$ cat config.mk
export PLATFORM = sky130hd
export DESIGN_NAME = sqbs_queue
export DESIGN_NICKNAME = d
export VERILOG_FILES = /design/src/rtl/core/sqbs_pkg.sv /design/src/rtl/core/sqbs_queue.sv
export SDC_FILE = /design/constraint.sdc
export NUM_CORES = 1
export LEC_CHECK = 0
export BUFFER_PORTS_ARGS = -buffer_cell sky130_fd_sc_hd__buf_4
export CAP_MARGIN = 40
export CORE_MARGIN = 5
export CORE_UTILIZATION = 28
export CTS_BUF_LIST = sky130_fd_sc_hd__clkbuf_16
export CTS_CLUSTER_DIAMETER = 100
export DETAILED_ROUTE_END_ITERATION = 6
export PLACE_DENSITY_LB_ADDON = 0.3
export SLEW_MARGIN = 20
export SYNTH_ARGS = -nofsm -noshare
export SYNTH_HDL_FRONTEND = slang
export SYNTH_SLANG_ARGS = --single-unit
export TNS_END_PERCENT = 100
$ cat constraint.sdc
create_clock -name clk -period 13.6 [get_ports clk]
set_clock_uncertainty 0.2 [all_clocks]
set_input_delay 0.68 -clock clk [delete_from_list [all_inputs] [get_ports clk]]
set_output_delay 0.68 -clock clk [all_outputs]
set_load 0.02 [all_outputs]
$ cat src/rtl/core/sqbs_pkg.sv
// Shared types, constants and the quarter-wave sine table for sprite quad setup.
// Depends on nothing; every other file of the block imports it.
package sqbs_pkg;

	localparam int QUAD_LIMIT      = 16384;
	localparam int SLOT_TABLE_SIZE = 32;
	localparam int SINE_ENTRIES    = 1024;
	localparam int QDEPTH          = 2;

	localparam int CNT_W  = $clog2(SLOT_TABLE_SIZE + 1);
	localparam int SIDX_W = $clog2(SLOT_TABLE_SIZE);
	localparam int SIN_W  = $clog2(SINE_ENTRIES + 1);
	localparam int QPTR_W = $clog2(QDEPTH);

	localparam logic [1:0] CMD_DRAW  = 2'd0;
	localparam logic [1:0] CMD_BEGIN = 2'd1;
	localparam logic [1:0] CMD_END   = 2'd2;
	localparam logic [1:0] CMD_RSVD  = 2'd3;

	localparam logic KIND_VERTEX = 1'b0;
	localparam logic KIND_FLUSH  = 1'b1;

	localparam logic [63:0] HALF_PI_Q30 = 64'd1686629713;
	localparam logic [63:0] ONE_Q30     = 64'd1073741824;

	typedef logic [15:0] sine_tab_t [0:SINE_ENTRIES];

	typedef struct packed {
		logic        is_end;
		logic        pre_flush;
		logic [14:0] fcount;
		logic [31:0] pos_x;
		logic [31:0] pos_y;
		logic [31:0] pos_z;
		logic [31:0] size_x;
		logic [31:0] size_y;
		logic [15:0] angle;
		logic [4:0]  slot;
		logic [15:0] tiling;
		logic [31:0] color;
	} sqbs_job_t;

	// Taylor series in Q30, rounded to Q14 and clamped at one.
	function automatic sine_tab_t build_sine();
		sine_tab_t   tab;
		logic [63:0] x;
		logic [63:0] x2;
		logic [63:0] t;
		logic [63:0] s;
		for (int i = 0; i <= SINE_ENTRIES; i++) begin
			x  = (64'(i) * HALF_PI_Q30) / SINE_ENTRIES;
			x2 = (x * x) >> 30;
			t  = ONE_Q30 - x2 / 72;
			t  = ONE_Q30 - ((x2 * t) >> 30) / 42;
			t  = ONE_Q30 - ((x2 * t) >> 30) / 20;
			t  = ONE_Q30 - ((x2 * t) >> 30) / 6;
			s  = (x * t) >> 30;
			s  = (s + 64'd32768) >> 16;
			if (s > 64'd16384)
				s = 64'd16384;
			tab[i] = s[15:0];
		end
		return tab;
	endfunction

	localparam sine_tab_t SINE_TAB = build_sine();

endpackage

$ cat src/rtl/core/sqbs_queue.sv
// Short job queue between the front end and the vertex back end.
// Depends on sqbs_pkg for the job type and depth.
module sqbs_queue import sqbs_pkg::*; (
	input  logic      clk,
	input  logic      arst_n,
	input  logic      push,
	input  sqbs_job_t push_job,
	output logic      full,
	input  logic      pop,
	output sqbs_job_t pop_job,
	output logic      empty
);

	sqbs_job_t         mem_q [0:QDEPTH-1];
	logic [QPTR_W-1:0] wr_q, rd_q;
	logic [QPTR_W:0]   cnt_q;

	assign full    = (32'(cnt_q) == 32'(QDEPTH));
	assign empty   = (cnt_q == '0);
	assign pop_job = mem_q[rd_q];

	always_ff @(posedge clk)
		if (push && !full)
			mem_q[wr_q] <= push_job;

	always_ff @(posedge clk or negedge arst_n) begin
		if (!arst_n) begin
			wr_q  <= '0;
			rd_q  <= '0;
			cnt_q <= '0;
		end else begin
			if (push && !full)
				wr_q <= (32'(wr_q) == QDEPTH - 1) ? '0 : wr_q + 1'b1;
			if (pop && !empty)
				rd_q <= (32'(rd_q) == QDEPTH - 1) ? '0 : rd_q + 1'b1;
			cnt_q <= cnt_q + (QPTR_W+1)'(push && !full) - (QPTR_W+1)'(pop && !empty);
		end
	end

endmodule

==> run_results.csv <==
group,metric,value,unit
run_status,status,"complete, no violations",
sta,fin_crit_sh,0.322,
worst_setup_path,crit_arrival,3.50,ns
worst_setup_path,startpoint,"rd_q$_DFFE_PN0P_",
yosys,yosysSeqAreaShare,0.825,
clocking,cts_made_buffers,53,
floorplan,die_w,264,um
clocking,clockBufferDepth,3,
cells_and_area,drive_above_1_share,0.609,
sta,fin_hold_ws,0.0893,ns
yosys,synth_top_flop_cell,"edfxtp_1",
worst_setup_path,crit_end,"pop_job[42]",
routing,drt_first_pass_iters,4,
worst_setup_path,path_cells,"buf_12 -> buf_4 -> buf_4 -> buf_16 -> mux2_2 -> buf_4",
cells_and_area,final_nets,1579,
placement,gp_congestion,0.774,
yosys,netlist_area,18000,sq um
placement,dpl.cell_count,2123,
worst_setup_path,r2r_slack,10.68,ns
sta,min_period,4.38,ns
clocking,insertion_delay,0.56,ns
floorplan,die_h,264,um
yosys,synth_seq_cells,496,
global_routing,grt_usage,0.113,
routing,final_antenna_net_count,0,
placement,port_buffers,497,
worst_setup_path,crit_fanout,60,
yosys,synth_top_area_frac,0.819,
yosys,synth-simple-area-share,0.00166,
power,p_per_area,224,nW/um^2
placement,dpl_cell_area,22800,sq um
worst_setup_path,critPathRequiredTime,12.72,ns
routing,vias,9252,
global_routing,grt_pass1_wl,61200,um
yosys,synth_cell_type_count,15,
hold_path,hold_class,"input port to register",
global_routing,grt_pass1_vias,9972,
sta,fmax,228,MHz
floorplan,core,64100,sq um
yosys,synth_xor_area_frac,0.00194,
yosys,synthAdderAreaFrac,0.00139,
routing,top_layer,"met5",
placement,pre_cts_slack,9.54,ns
power,cellLeakagePower,9.03,nW
routing,drc,0,
sta,layout_setup_ws,9.22,ns
floorplan,die_area,69600,sq um
cells_and_area,final_cell_count_no_fill,2223,
worst_setup_path,cp_slowest_cell,"dfrtp_4",
floorplan,std_cell_rows,93,
routing,wl_per_cell,18.9,um
sta,slew_headroom,0.456,
routing,routedLengthMet1,15300,um
power,ir_worst_vdd,0.130,mV
worst_setup_path,reg2reg_from,"cnt_q[1]$_DFF_PN0_",
clocking,cts_tree,"done",
yosys,syn_inst,783,
cells_and_area,fin_area,24500,sq um
worst_setup_path,cp-end-kind,"output pin",
sta,rsz0062_at_grt,"false",
floorplan,initial_core_util,0.281,
yosys,synth_largest_area_cell,"edfxtp_1",
worst_setup_path,reg2reg_depth,5,
yosys,synth_top_family_by_area,"multiplexers",
sta,slew_viol_final,0,
power,finalPower,5.48,mW
yosys,synth_area_leaders,"edfxtp_1, mux2_2, buf_6",
routing,wl_met3,3610,um
clocking,cts_sinks,496,
yosys,synth.net_count,1035,
clocking,root_buffer,"clkbuf_16",
clocking,cts_max_level,2,
worst_setup_path,cp_common_cell,"buf_4",
worst_setup_path,worstSetupPathType,"register to output pin",
global_routing,overflow,0,
placement,hpwl,29300,um
yosys,synth.most_common_cell,"edfxtp_1",
run,drv_cap,0,
cells_and_area,fin_util,0.382,
yosys,synthTopCellsByCount,"edfxtp_1, mux2_2, buf_6, dfrtp_1, xnor2_1",
global_routing,grt_max_degree,69,
worst_setup_path,max_stage_delay,0.69,ns
routing,drt_iter0_drc,455,
yosys,synth_edf_count,492,
yosys,yosys_warnings,0,
clocking,path_clk_slew,0.06,ns
sta,worst_pin_slew,0.815,ns
worst_setup_path,r2r_end,"mem_q[1][37]$_DFFE_PP_",
yosys,synthArstFlopShare,0.00806,
sta,hold_viol,0,
yosys,synth_compound_area_frac,0,
worst_setup_path,setup.worst_path.start_class,"register",
clocking,post_cts_buffers,0,
floorplan,ios,498,
cells_and_area,synthToLayoutAreaGrowth,36.0,%
sta,setup_viol,0,
global_routing,antenna_found_initial,3,
routing,via_per_inst,4.16,
routing,wl_met2,21500,um
yosys,synth_mux_area_frac,0.154,
routing,wl,41900,um
yosys,avgSynthCellArea,23.0,sq um
sta,tns,0,ns
## worst min-delay path by stage
stage                              from                      end  slack [ns]  depth (start not counted)
after floorplan                  arst_n       cnt_q[0]$_DFF_PN0_        0.18                          0
after global placement           arst_n         rd_q$_DFFE_PN0P_        0.28                          1
after detailed placement         arst_n         rd_q$_DFFE_PN0P_        0.28                          1
after CTS                 push_job[243]  mem_q[0][243]$_DFFE_PP_        0.03                          1
after global routing        push_job[1]    mem_q[0][1]$_DFFE_PP_        0.03                          1
final                      push_job[53]   mem_q[0][53]$_DFFE_PP_        0.09                          1
## what timing repair did
action,CTS,global route
hold buffers,1,0
hold endpoints to repair,4,0
gates resized for setup,0,0
## power breakdown
group / internal [mW] / switching, mW
Combinational: 0.855 / 1.07
Sequential: 2.09 / 0.0932
Clock: 0.817 / 0.559
Total: 3.76 / 1.72
## final cells by class
cell class / count / area [sq um]
antenna: 1 / 2.50
clock buffer: 53 / 1330
clock inverter: 42 / 343
fill: 5945 / 39600
inverter: 2 / 7.51
multi-input combinational: 258 / 2870
sequential: 496 / 14900
tap: 855 / 1070
timing repair buffer: 516 / 4020
## placed cells by master (no fill, tap or decap), drive strengths merged
master and count:
and3 1, dfrtp 4, nor2 2, nand2 1
buf 515, clkinv 19, nand2b 1, dlygate4sd3 1
inv 17, nor2b 1, clkbuf 53, xor2 1
edfxtp 492, xnor2 3, diode 1, mux2 246
ha 2, bufinv 6, clkinvlp 2
## registers in the layout, summed over array words and instances, names as in the netlist
signal,count
mem_q,492
wr_q,1
rd_q,1
cnt_q,2
## critical path: cells and delay by family, from the launching register on
family                 cells  cell delay [ns]
DFF                        1             0.69
muxes                      1             0.39
buffers and inverters      5             1.72
## layer usage
layer,vias to the layer above,global-route usage
met5,-,0
met4,4,0.0434
met3,91,0.0411
met2,326,0.199
met1,4604,0.126
li1,4227,-
## cells by family (layout without fill, tap and decap cells)
| logic type | count (synthesis) | in the layout |
|---|---|---|
| adder cells (fa/ha/maj) | 2 | 2 |
| other | 0 | 1 |
| XOR/XNOR | 4 | 4 |
| flip-flops | 496 | 496 |
| AND/OR/NAND/NOR | 6 | 6 |
| buffers and inverters | 29 | 613 |
| multiplexers | 246 | 246 |
Note: power is estimated with default switching activity, not from simulation.
