--- src/rtl/core/sqbs_pkg.sv ---
// Shared types, constants and the quarter-wave sine table for sprite quad setup.
// Depends on nothing; every other file of the block imports it.
package sqbs_pkg;

	localparam int QUAD_LIMIT      = 16384;
	localparam int SLOT_TABLE_SIZE = 32;
	localparam int SINE_ENTRIES    = 1024;
	localparam int QDEPTH          = 2;

	localparam int CNT_W  = $clog2(SLOT_TABLE_SIZE + 1);
	localparam int SIDX_W = $clog2(SLOT_TABLE_SIZE);
	localparam int SIN_W  = $clog2(SINE_ENTRIES + 1);
	localparam int QPTR_W = $clog2(QDEPTH);

	localparam logic [1:0] CMD_DRAW  = 2'd0;
	localparam logic [1:0] CMD_BEGIN = 2'd1;
	localparam logic [1:0] CMD_END   = 2'd2;
	localparam logic [1:0] CMD_RSVD  = 2'd3;

	localparam logic KIND_VERTEX = 1'b0;
	localparam logic KIND_FLUSH  = 1'b1;

	localparam logic [63:0] HALF_PI_Q30 = 64'd1686629713;
	localparam logic [63:0] ONE_Q30     = 64'd1073741824;

	typedef logic [15:0] sine_tab_t [0:SINE_ENTRIES];

	typedef struct packed {
		logic        is_end;
		logic        pre_flush;
		logic [14:0] fcount;
		logic [31:0] pos_x;
		logic [31:0] pos_y;
		logic [31:0] pos_z;
		logic [31:0] size_x;
		logic [31:0] size_y;
		logic [15:0] angle;
		logic [4:0]  slot;
		logic [15:0] tiling;
		logic [31:0] color;
	} sqbs_job_t;

	// Taylor series in Q30, rounded to Q14 and clamped at one.
	function automatic sine_tab_t build_sine();
		sine_tab_t   tab;
		logic [63:0] x;
		logic [63:0] x2;
		logic [63:0] t;
		logic [63:0] s;
		for (int i = 0; i <= SINE_ENTRIES; i++) begin
			x  = (64'(i) * HALF_PI_Q30) / SINE_ENTRIES;
			x2 = (x * x) >> 30;
			t  = ONE_Q30 - x2 / 72;
			t  = ONE_Q30 - ((x2 * t) >> 30) / 42;
			t  = ONE_Q30 - ((x2 * t) >> 30) / 20;
			t  = ONE_Q30 - ((x2 * t) >> 30) / 6;
			s  = (x * t) >> 30;
			s  = (s + 64'd32768) >> 16;
			if (s > 64'd16384)
				s = 64'd16384;
			tab[i] = s[15:0];
		end
		return tab;
	endfunction

	localparam sine_tab_t SINE_TAB = build_sine();

endpackage

--- src/rtl/core/sqbs_front.sv ---
// Command front end: takes requests, looks up texture slots, decides flushes.
// Depends on sqbs_pkg; pushes jobs into the queue in front of sqbs_back.
module sqbs_front import sqbs_pkg::*; (
	input  logic        clk,
	input  logic        arst_n,
	input  logic        cmd_valid,
	output logic        cmd_stall,
	input  logic [1:0]  cmd,
	input  logic [31:0] pos_x,
	input  logic [31:0] pos_y,
	input  logic [31:0] pos_z,
	input  logic [31:0] size_x,
	input  logic [31:0] size_y,
	input  logic [15:0] angle,
	input  logic [15:0] texture_id,
	input  logic [15:0] tiling,
	input  logic [31:0] color,
	output logic        push,
	output sqbs_job_t   push_job,
	input  logic        q_full
);

	localparam logic [1:0] F_IDLE = 2'd0;
	localparam logic [1:0] F_CMP  = 2'd1;
	localparam logic [1:0] F_DEC  = 2'd2;

	logic [1:0]        state_q;
	logic [1:0]        cmd_q;
	logic [31:0]       pos_x_q, pos_y_q, pos_z_q, size_x_q, size_y_q, color_q;
	logic [15:0]       angle_q, tid_q, tiling_q;
	logic [15:0]       slot_ids_q [1:SLOT_TABLE_SIZE-1];
	logic [SLOT_TABLE_SIZE-1:1] match_q;
	logic [CNT_W-1:0]  slot_count_q;
	logic [14:0]       batch_q;

	logic              tex, found, need_flush, dec_go;
	logic [SIDX_W-1:0] enc;
	logic [CNT_W-1:0]  cnt_base;
	logic [14:0]       batch_base;
	logic [CNT_W-1:0]  slot_sel;

	assign cmd_stall = (state_q != F_IDLE);

	always_comb begin
		enc = '0;
		for (int i = SLOT_TABLE_SIZE - 1; i >= 1; i--)
			if (match_q[i])
				enc = SIDX_W'(i);
	end

	assign tex        = (tid_q != 16'd0);
	assign need_flush = (32'(batch_q) >= 32'(QUAD_LIMIT)) ||
		(tex && !(|match_q) && (32'(slot_count_q) >= 32'(SLOT_TABLE_SIZE)));
	assign found      = tex && (|match_q) && !need_flush;
	assign cnt_base   = need_flush ? CNT_W'(1) : slot_count_q;
	assign batch_base = need_flush ? 15'd0 : batch_q;
	assign slot_sel   = !tex ? '0 : (found ? CNT_W'(enc) : cnt_base);

	// only draws and end scene need a queue entry
	assign dec_go = (state_q == F_DEC) && !q_full;
	assign push   = dec_go && (cmd_q == CMD_DRAW || cmd_q == CMD_END);

	always_comb begin
		push_job           = '0;
		push_job.is_end    = (cmd_q == CMD_END);
		push_job.pre_flush = (cmd_q == CMD_DRAW) && need_flush;
		push_job.fcount    = batch_q;
		push_job.pos_x     = pos_x_q;
		push_job.pos_y     = pos_y_q;
		push_job.pos_z     = pos_z_q;
		push_job.size_x    = size_x_q;
		push_job.size_y    = size_y_q;
		push_job.angle     = angle_q;
		push_job.slot      = slot_sel[4:0];
		push_job.tiling    = tex ? tiling_q : 16'd256;
		push_job.color     = color_q;
	end

	always_ff @(posedge clk) begin
		if (state_q == F_IDLE && cmd_valid) begin
			cmd_q    <= cmd;
			pos_x_q  <= pos_x;
			pos_y_q  <= pos_y;
			pos_z_q  <= pos_z;
			size_x_q <= size_x;
			size_y_q <= size_y;
			angle_q  <= angle;
			tid_q    <= texture_id;
			tiling_q <= tiling;
			color_q  <= color;
		end
		if (state_q == F_CMP)
			for (int i = 1; i < SLOT_TABLE_SIZE; i++)
				match_q[i] <= (slot_ids_q[i] == tid_q) && (32'(i) < 32'(slot_count_q));
		if (dec_go && cmd_q == CMD_DRAW && tex && !found &&
			32'(cnt_base) < 32'(SLOT_TABLE_SIZE))
			slot_ids_q[cnt_base[SIDX_W-1:0]] <= tid_q;
	end

	always_ff @(posedge clk or negedge arst_n) begin
		if (!arst_n) begin
			state_q      <= F_IDLE;
			slot_count_q <= CNT_W'(1);
			batch_q      <= 15'd0;
		end else begin
			case (state_q)
				F_IDLE: if (cmd_valid) state_q <= F_CMP;
				F_CMP:  state_q <= F_DEC;
				F_DEC: begin
					if (dec_go) begin
						state_q <= F_IDLE;
						if (cmd_q == CMD_BEGIN) begin
							slot_count_q <= CNT_W'(1);
							batch_q      <= 15'd0;
						end else if (cmd_q == CMD_DRAW) begin
							batch_q <= batch_base + 15'd1;
							if (tex && !found)
								slot_count_q <= cnt_base + CNT_W'(1);
							else
								slot_count_q <= cnt_base;
						end
					end
				end
				default: state_q <= F_IDLE;
			endcase
		end
	end

endmodule

--- config.mk ---
export PLATFORM = sky130hd
export DESIGN_NAME = sqbs_front
export DESIGN_NICKNAME = d
export VERILOG_FILES = /design/src/rtl/core/sqbs_pkg.sv /design/src/rtl/core/sqbs_front.sv
export SDC_FILE = /design/constraint.sdc
export NUM_CORES = 1
export LEC_CHECK = 0
export ABC_AREA = 0
export BUFFER_PORTS_ARGS = -buffer_cell sky130_fd_sc_hd__buf_2
export CAP_MARGIN = 20
export CORE_ASPECT_RATIO = 1.2
export CORE_MARGIN = 2
export CORE_UTILIZATION = 50
export DETAILED_ROUTE_END_ITERATION = 10
export PLACE_DENSITY_LB_ADDON = 0.3
export RECOVER_POWER = 50
export SLEW_MARGIN = 20
export SYNTH_ARGS = -nofsm -noshare
export SYNTH_HDL_FRONTEND = slang
export SYNTH_SLANG_ARGS = --single-unit
--- constraint.sdc ---
create_clock -name clk -period 25.5 [get_ports clk]
set_clock_uncertainty 0.05 [all_clocks]
set_input_delay 5.1 -clock clk [delete_from_list [all_inputs] [get_ports clk]]
set_output_delay 5.1 -clock clk [all_outputs]
set_load 0.01 [all_outputs]
==> results of run 1 <==
## power breakdown
| part | switching [mW] | leakage [nW] | internal, mW | total (mW) |
|---|---|---|---|---|
| registers | 0.0465 | 7.34 | 1.61 | 1.65 |
| clock network | 0.485 | 1.17 | 0.615 | 1.10 |
| logic | 0.358 | 4.39 | 0.164 | 0.522 |
| total | 0.890 | 12.9 | 2.39 | 3.28 |
## layout by cell type, fill, tap and decap left out, types with 9 or more instances in the layout
cell type  count
edfxtp_1     769
clkinv_2       9
nand3_1       31
a21oi_1       23
clkbuf_1      83
and3_1         9
clkinv_1      16
o21ai_0       23
dfrtp_1       22
nor2_1        31
xor2_1       345
inv_1         10
xnor2_1      152
nor4_1        98
nand4_1       46
buf_2        463
and2_1        18
nor3_1        29
clkbuf_16     79
nand2_1       27
nand2b_1       9
nor2_2        31
## cell usage after synthesis, drive strengths merged, types with 7 or more instances
cell type and count:
o2111ai 7, dfrtp 22, xnor2 152, nor4 99, a21oi 23, a31oi 7, o31ai 8, a211oi 7
nand2 27, nor2 62, clkbuf 50, edfxtp 769, inv 10, and3 9, or4 7, o21ai 31
buf 37, nor2b 8, nand2b 9, nand4 46, xor2 345, nand3 31, and2 19, nor3 29
## cell families after synthesis
| logic type | count (synthesis) | share of synthesized area [%] |
|---|---|---|
| adder cells (fa/ha/maj) | 5 | 0.200 |
| AO/OA/AOI/OAI | 104 | 2.27 |
| multiplexers | 1 | 0.0320 |
| buffers and inverters | 98 | 1.23 |
| AND/OR/NAND/NOR | 364 | 6.58 |
| flip-flops | 792 | 75.8 |
| XOR/XNOR | 497 | 13.9 |
## layer usage
metal / global-route usage [%] / up-vias / wire [um]
li1: - / 7997 / -
met1: 30.6 / 8905 / 30200
met2: 39.7 / 839 / 38200
met3: 5.96 / 137 / 6750
met4: 9.09 / 6 / 2390
met5: 0 / - / 37
## cell type report
| cell class | instances | area, um2 | area share (%) |
|---|---|---|---|
| well taps | 816 | 1020 | 2.76 |
| inverters | 11 | 41.3 | 0.111 |
| multi-input cells | 971 | 7270 | 19.6 |
| clock buffers | 98 | 2050 | 5.53 |
| diodes | 6 | 15.0 | 0.0405 |
| repair buffers | 533 | 2610 | 7.03 |
| clock inverters | 42 | 379 | 1.02 |
| flip-flops and latches | 792 | 23700 | 63.9 |
## worst max-delay path, cell delays in order
cell      delay [ns]
buf_2           0.07
inv_1           0.05
nor2_1          0.60
clkbuf_1        5.55
buf_4           1.41
## sequential cells by signal, indices dropped and copies added, names as in the netlist
| register | cells |
|---|---|
| slot_ids_q | 496 |
| color_q | 32 |
| pos_x_q | 32 |
| pos_y_q | 32 |
| pos_z_q | 32 |
| size_x_q | 32 |
| size_y_q | 32 |
| match_q | 31 |
| angle_q | 16 |
| tid_q | 16 |
| tiling_q | 16 |
| batch_q | 15 |
| slot_count_q | 6 |
| cmd_q | 2 |
| state_q | 2 |
## stage by stage
stage / worst slack (ns) / util, % / cell area [um2] / total power [mW] / hold slack, ns
2_1_floorplan: 9.51 / - / 31200 / 1.99 / 0.428
3_3_place_gp: 14.44 / 56.0 / 34700 / 2.17 / 0.437
3_5_place_dp: 14.43 / 56.1 / 34700 / 2.19 / 0.451
4_1_cts: 14.43 / 60.0 / 37200 / 3.28 / 0.461
5_1_grt: 11.68 / 59.8 / 37000 / 3.40 / 0.488
6_report: 12.46 / 59.8 / 37000 / 3.28 / 0.451
## path summary, 6_finish.rpt
kind / from / depth (start not counted) / endpoint / slack, ns
setup / recovery: cmd_valid / 5 / pos_x_q[7]$_DFFE_PP_ / 12.46
hold / removal: batch_q[9]$_DFFE_PN0P_ / 1 / batch_q[9]$_DFFE_PN0P_ / 0.45
setup reg to reg: state_q[1]$_DFFE_PN0P_ / 4 / pos_x_q[7]$_DFFE_PP_ / 16.32
hold reg to reg: batch_q[9]$_DFFE_PN0P_ / 1 / batch_q[9]$_DFFE_PN0P_ / 0.45
max in group asynchronous: arst_n / 1 / batch_q[7]$_DFFE_PN0P_ / 19.95
min in group asynchronous: arst_n / 1 / batch_q[11]$_DFFE_PN0P_ / 4.69
==> flow_summary.ini, run 1 <==
[status]
status = finished with violations
violations = max-capacitance violations, max-slew violations

[yosys]
syn_area_per_cell_um2 = 16.8
seq_area_frac_synth_pct = 75.8
yosysWarnings = 0
yosysUniqueCellTypes = 63
async_reset_ff_share_pct = 2.90
syn_inst = 1861
ys.flop_type = edfxtp_1
synth_area_leaders = edfxtp_1 (74%), xor2_1 (9.7%), xnor2_1 (4.3%)
synth_top_area_share_pct = 73.9
synth-edff-count = 769
synth-seq-cells = 792
synth_fp_nets = 2112
netlist_area_mm2 = 0.0312
synth_top_area_cell = edfxtp_1

[routing]
drtAntennaViolNets = 0
drc = 0
wirelength_um = 77600
viasPerCell = 5.47
first_pass_iters = 5
wl_per_cell_um = 23.7
vias = 17884
drtIter0Drc = 1565

[floorplanning]
die_y_um = 278
die_w_um = 232
rows = 100
coreArea_mm2 = 0.0619
die_area_mm2 = 0.0645
start_util_pct = 50.4
io_pins = 494

[worst_setup_path]
critPathKind = primary input to flop
cp_data_arrival_time_ns = 13.23
endpoint_kind = flop
critical_path.max_fanout = 152
crit_required_ns = 25.68
start_kind = primary input

[clocking]
path_clk_slew_ns = 0.06
cts.path.max_buffers = 3
cts_tree = yes
cts_max_level = 3
root_buffer = clkbuf_16
cts_sinks = 792
postCtsHoldBufs = 0
cts-resized-gates = 0
cts_buffers = 78
insertion_delay_ns = 0.63
postCtsSetupBuffers = 0

[place]
gp_congestion = 0.944
io_buffers = 493
hpwl_um = 50900
place_inst = 3123

[pwr]
power_leakage_nw = 12.9
ir_drop_mv = 0.0804
p_per_area_mw_per_mm2 = 88.4

[sta]
min_period_ns = 13.04
period_share_pct = 51.1
timing_hold_violations_final = 0
slew_headroom_pct = -447
rsz0062_at_grt = no
max_freq_mhz = 76.7
drv_slew = 1194
setup-tns-final_ns = 0
setup_viol = 0
tightest_slew_ns = 8.21

[grt]
grt_pass1_wl_um = 114000
grt_pass1_vias = 18042
grt_max_degree = 153
grt_usage_pct = 24.0
antenna_found_initial = 14
overflow = 0

[worst_hold_path]
hold_path_class = flop to flop

[final_layout]
area_growth_pct = 18.6
fin_cells = 3269
final_nets = 2638
nFillCells = 4632
drive_gt1_share_pct = 25.4

[flow_run]
maxCapViolCount = 32
Note: power is estimated with default switching activity, not from simulation.
==> inputs of run 2 (changes only) <==
Clock period 25.5 ns to 11.9 ns, I/O delays scaled along.
==> run 2 against run 1 <==
  * Combinational power grew 110%
  * Non-clock buffer count grew 1
  * Worst hold slack is essentially flat
  * Total power grew 120%
  * Highest routed layer unchanged
  * Global-route usage grew 0.12 points
  * Register-to-register slack lost 11 ns
  * Final area is essentially flat
  * Die area is the same
  * Setup slack lost 8.0 ns
  * The flow still finishes with violations (max-capacitance violations, max-slew violations)
  * Clock power grew 120%
  * Sequential share of layout area is essentially flat
  * Sequential cell count is the same
==> flow_summary.ini, run 2 (synthesis gave the netlist of run 1 again) <==
[routing]
drtIter0Drc = 1261
wirelength_um = 77900
viasPerCell = 5.47
vias = 17897
drc = 0
wl_per_cell_um = 23.8
first_pass_iters = 5
drtAntennaViolNets = 0

[sta]
slew_headroom_pct = -122
drv_slew = 1055
holdWs_ns = 0.450
min_period_ns = 7.40
max_freq_mhz = 135
rsz0062_at_grt = no
setup_ws_ns = 4.50
timing_hold_violations_final = 0
setup-tns-final_ns = 0
tightest_slew_ns = 3.33
setup_viol = 0
period_share_pct = 62.2

[clocking]
postCtsHoldBufs = 0
cts.path.max_buffers = 3
cts-resized-gates = 0
cts_buffers = 78
insertion_delay_ns = 0.63
path_clk_slew_ns = 0.06
cts_max_level = 3
cts_sinks = 792
postCtsSetupBuffers = 0
cts_tree = yes
root_buffer = clkbuf_16

[floorplanning]
rows = 100
start_util_pct = 50.4
die_y_um = 278
die_w_um = 232
coreArea_mm2 = 0.0619
die_area_mm2 = 0.0645
io_pins = 494

[worst_setup_path]
ff2ff_path_depth = 10
cp_data_arrival_time_ns = 4.97
start_kind = flop
crit_required_ns = 9.47
timing.rr.end = slot_ids_q[15][2]$_DFFE_PP_
endpoint_kind = output pin
rr_startpoint = tid_q[13]$_DFFE_PP_
critPathKind = flop to output pin
r2r_setup_slack_ns = 5.51
critical_path.max_fanout = 37

[place]
hpwl_um = 51100
io_buffers = 493
place_inst = 3124
gp_congestion = 0.892
place_ws_ns = 5.99

[grt]
grt_pass1_wl_um = 115000
grt_max_degree = 163
grt_usage_pct = 24.1
grt_pass1_vias = 18060
antenna_found_initial = 11
overflow = 0

[final_layout]
nFillCells = 4636
largest_reg_flops = 496
final_nets = 2639
area_growth_pct = 18.7
multiInputGateArea_mm2 = 0.00724
layout.cells.most_common = edfxtp_1
fin_cells = 3271
layout_common_cells = edfxtp_1 (769), buf_2 (392), xor2_1 (345)
drive_gt1_share_pct = 22.6
utilization_pct = 59.9
ff_latch_area_mm2 = 0.0237

[worst_hold_path]
holdPathEnd = batch_q[9]$_DFFE_PN0P_
holdPathStages = 1
hold_path_class = flop to flop
hold_start = batch_q[9]$_DFFE_PN0P_

[pwr]
power_leakage_nw = 12.8
p_per_area_mw_per_mm2 = 191
ir_drop_mv = 0.131

[flow_run]
maxCapViolCount = 32

[status]
violations = max-capacitance violations, max-slew violations
status = finished with violations
-- run 2: changes by cell type in the layout (fill, tap and decap cells not counted), moves of 2 or more --
cell,before,now
clkbuf_1,83,148
inv_6,2,4
buf_2,463,392
diode_2,6,4
bufinv_16,4,9
clkinv_4,2,4
clkinv_1,16,20
nor2_1,31,33
clkinv_2,9,12
clkinvlp_4,5,1
clkinv_8,4,1
nor2_2,31,29
-- run 2: per-stage QoR --
| stage | cell area, um2 | power (mW) |
|---|---|---|
| finish | 37100 | 7.09 |
| global placement | 34700 | 4.66 |
| detailed placement | 34700 | 4.69 |
| global route | 37100 | 7.33 |
| CTS | 37300 | 7.15 |
| floorplan | 31200 | 4.22 |
-- run 2: worst max-delay path by stage --
stage,start,endpoint,slack [ns],depth (start not counted)
after floorplan,cmd_valid,angle_q[0]$_DFFE_PP_,2.67,2
after global routing,tid_q[13]$_DFFE_PP_,push_job[50],4.10,8
final,tid_q[13]$_DFFE_PP_,push_job[52],4.50,8
after detailed placement,q_full,slot_ids_q[10][5]$_DFFE_PP_,5.99,7
after CTS,match_q[16]$_DFFE_PN_,push_job[52],6.09,7
after global placement,q_full,slot_ids_q[6][8]$_DFFE_PP_,6.11,7
-- run 2: power by group --
part / leakage [nW] / internal (mW) / switching, mW / total [mW]
Clock: 1.25 / 1.44 / 1.04 / 2.47
Combinational: 4.20 / 0.341 / 0.764 / 1.10
Sequential: 7.34 / 3.41 / 0.101 / 3.51
-- run 2: worst max-delay path, stage by stage (launching register included) --
cell,delay [ns]
edfxtp_1,0.32
clkbuf_1,1.92
nor4_1,0.36
nand4_1,0.25
clkbuf_1,0.67
nand3_1,0.24
a211oi_1,0.29
nor4_1,0.10
buf_2,0.17
-- run 2: layout make-up --
type	count	share of cell area (%)
timing repair buffer	534	6.83
tap	816	2.75
antenna	4	0.0270
sequential	792	63.8
inverter	11	0.111
clock buffer	93	5.56
multi-input combinational	971	19.5
clock inverter	50	1.34
-- run 2: layer usage --
metal	up-vias	share of wire [%]	global-route usage, %
met5	-	0.054	0
met4	6	2.6	8.10
met3	133	7.5	5.21
met2	759	50	40.6
met1	9002	40	31.0
li1	7997	-	-
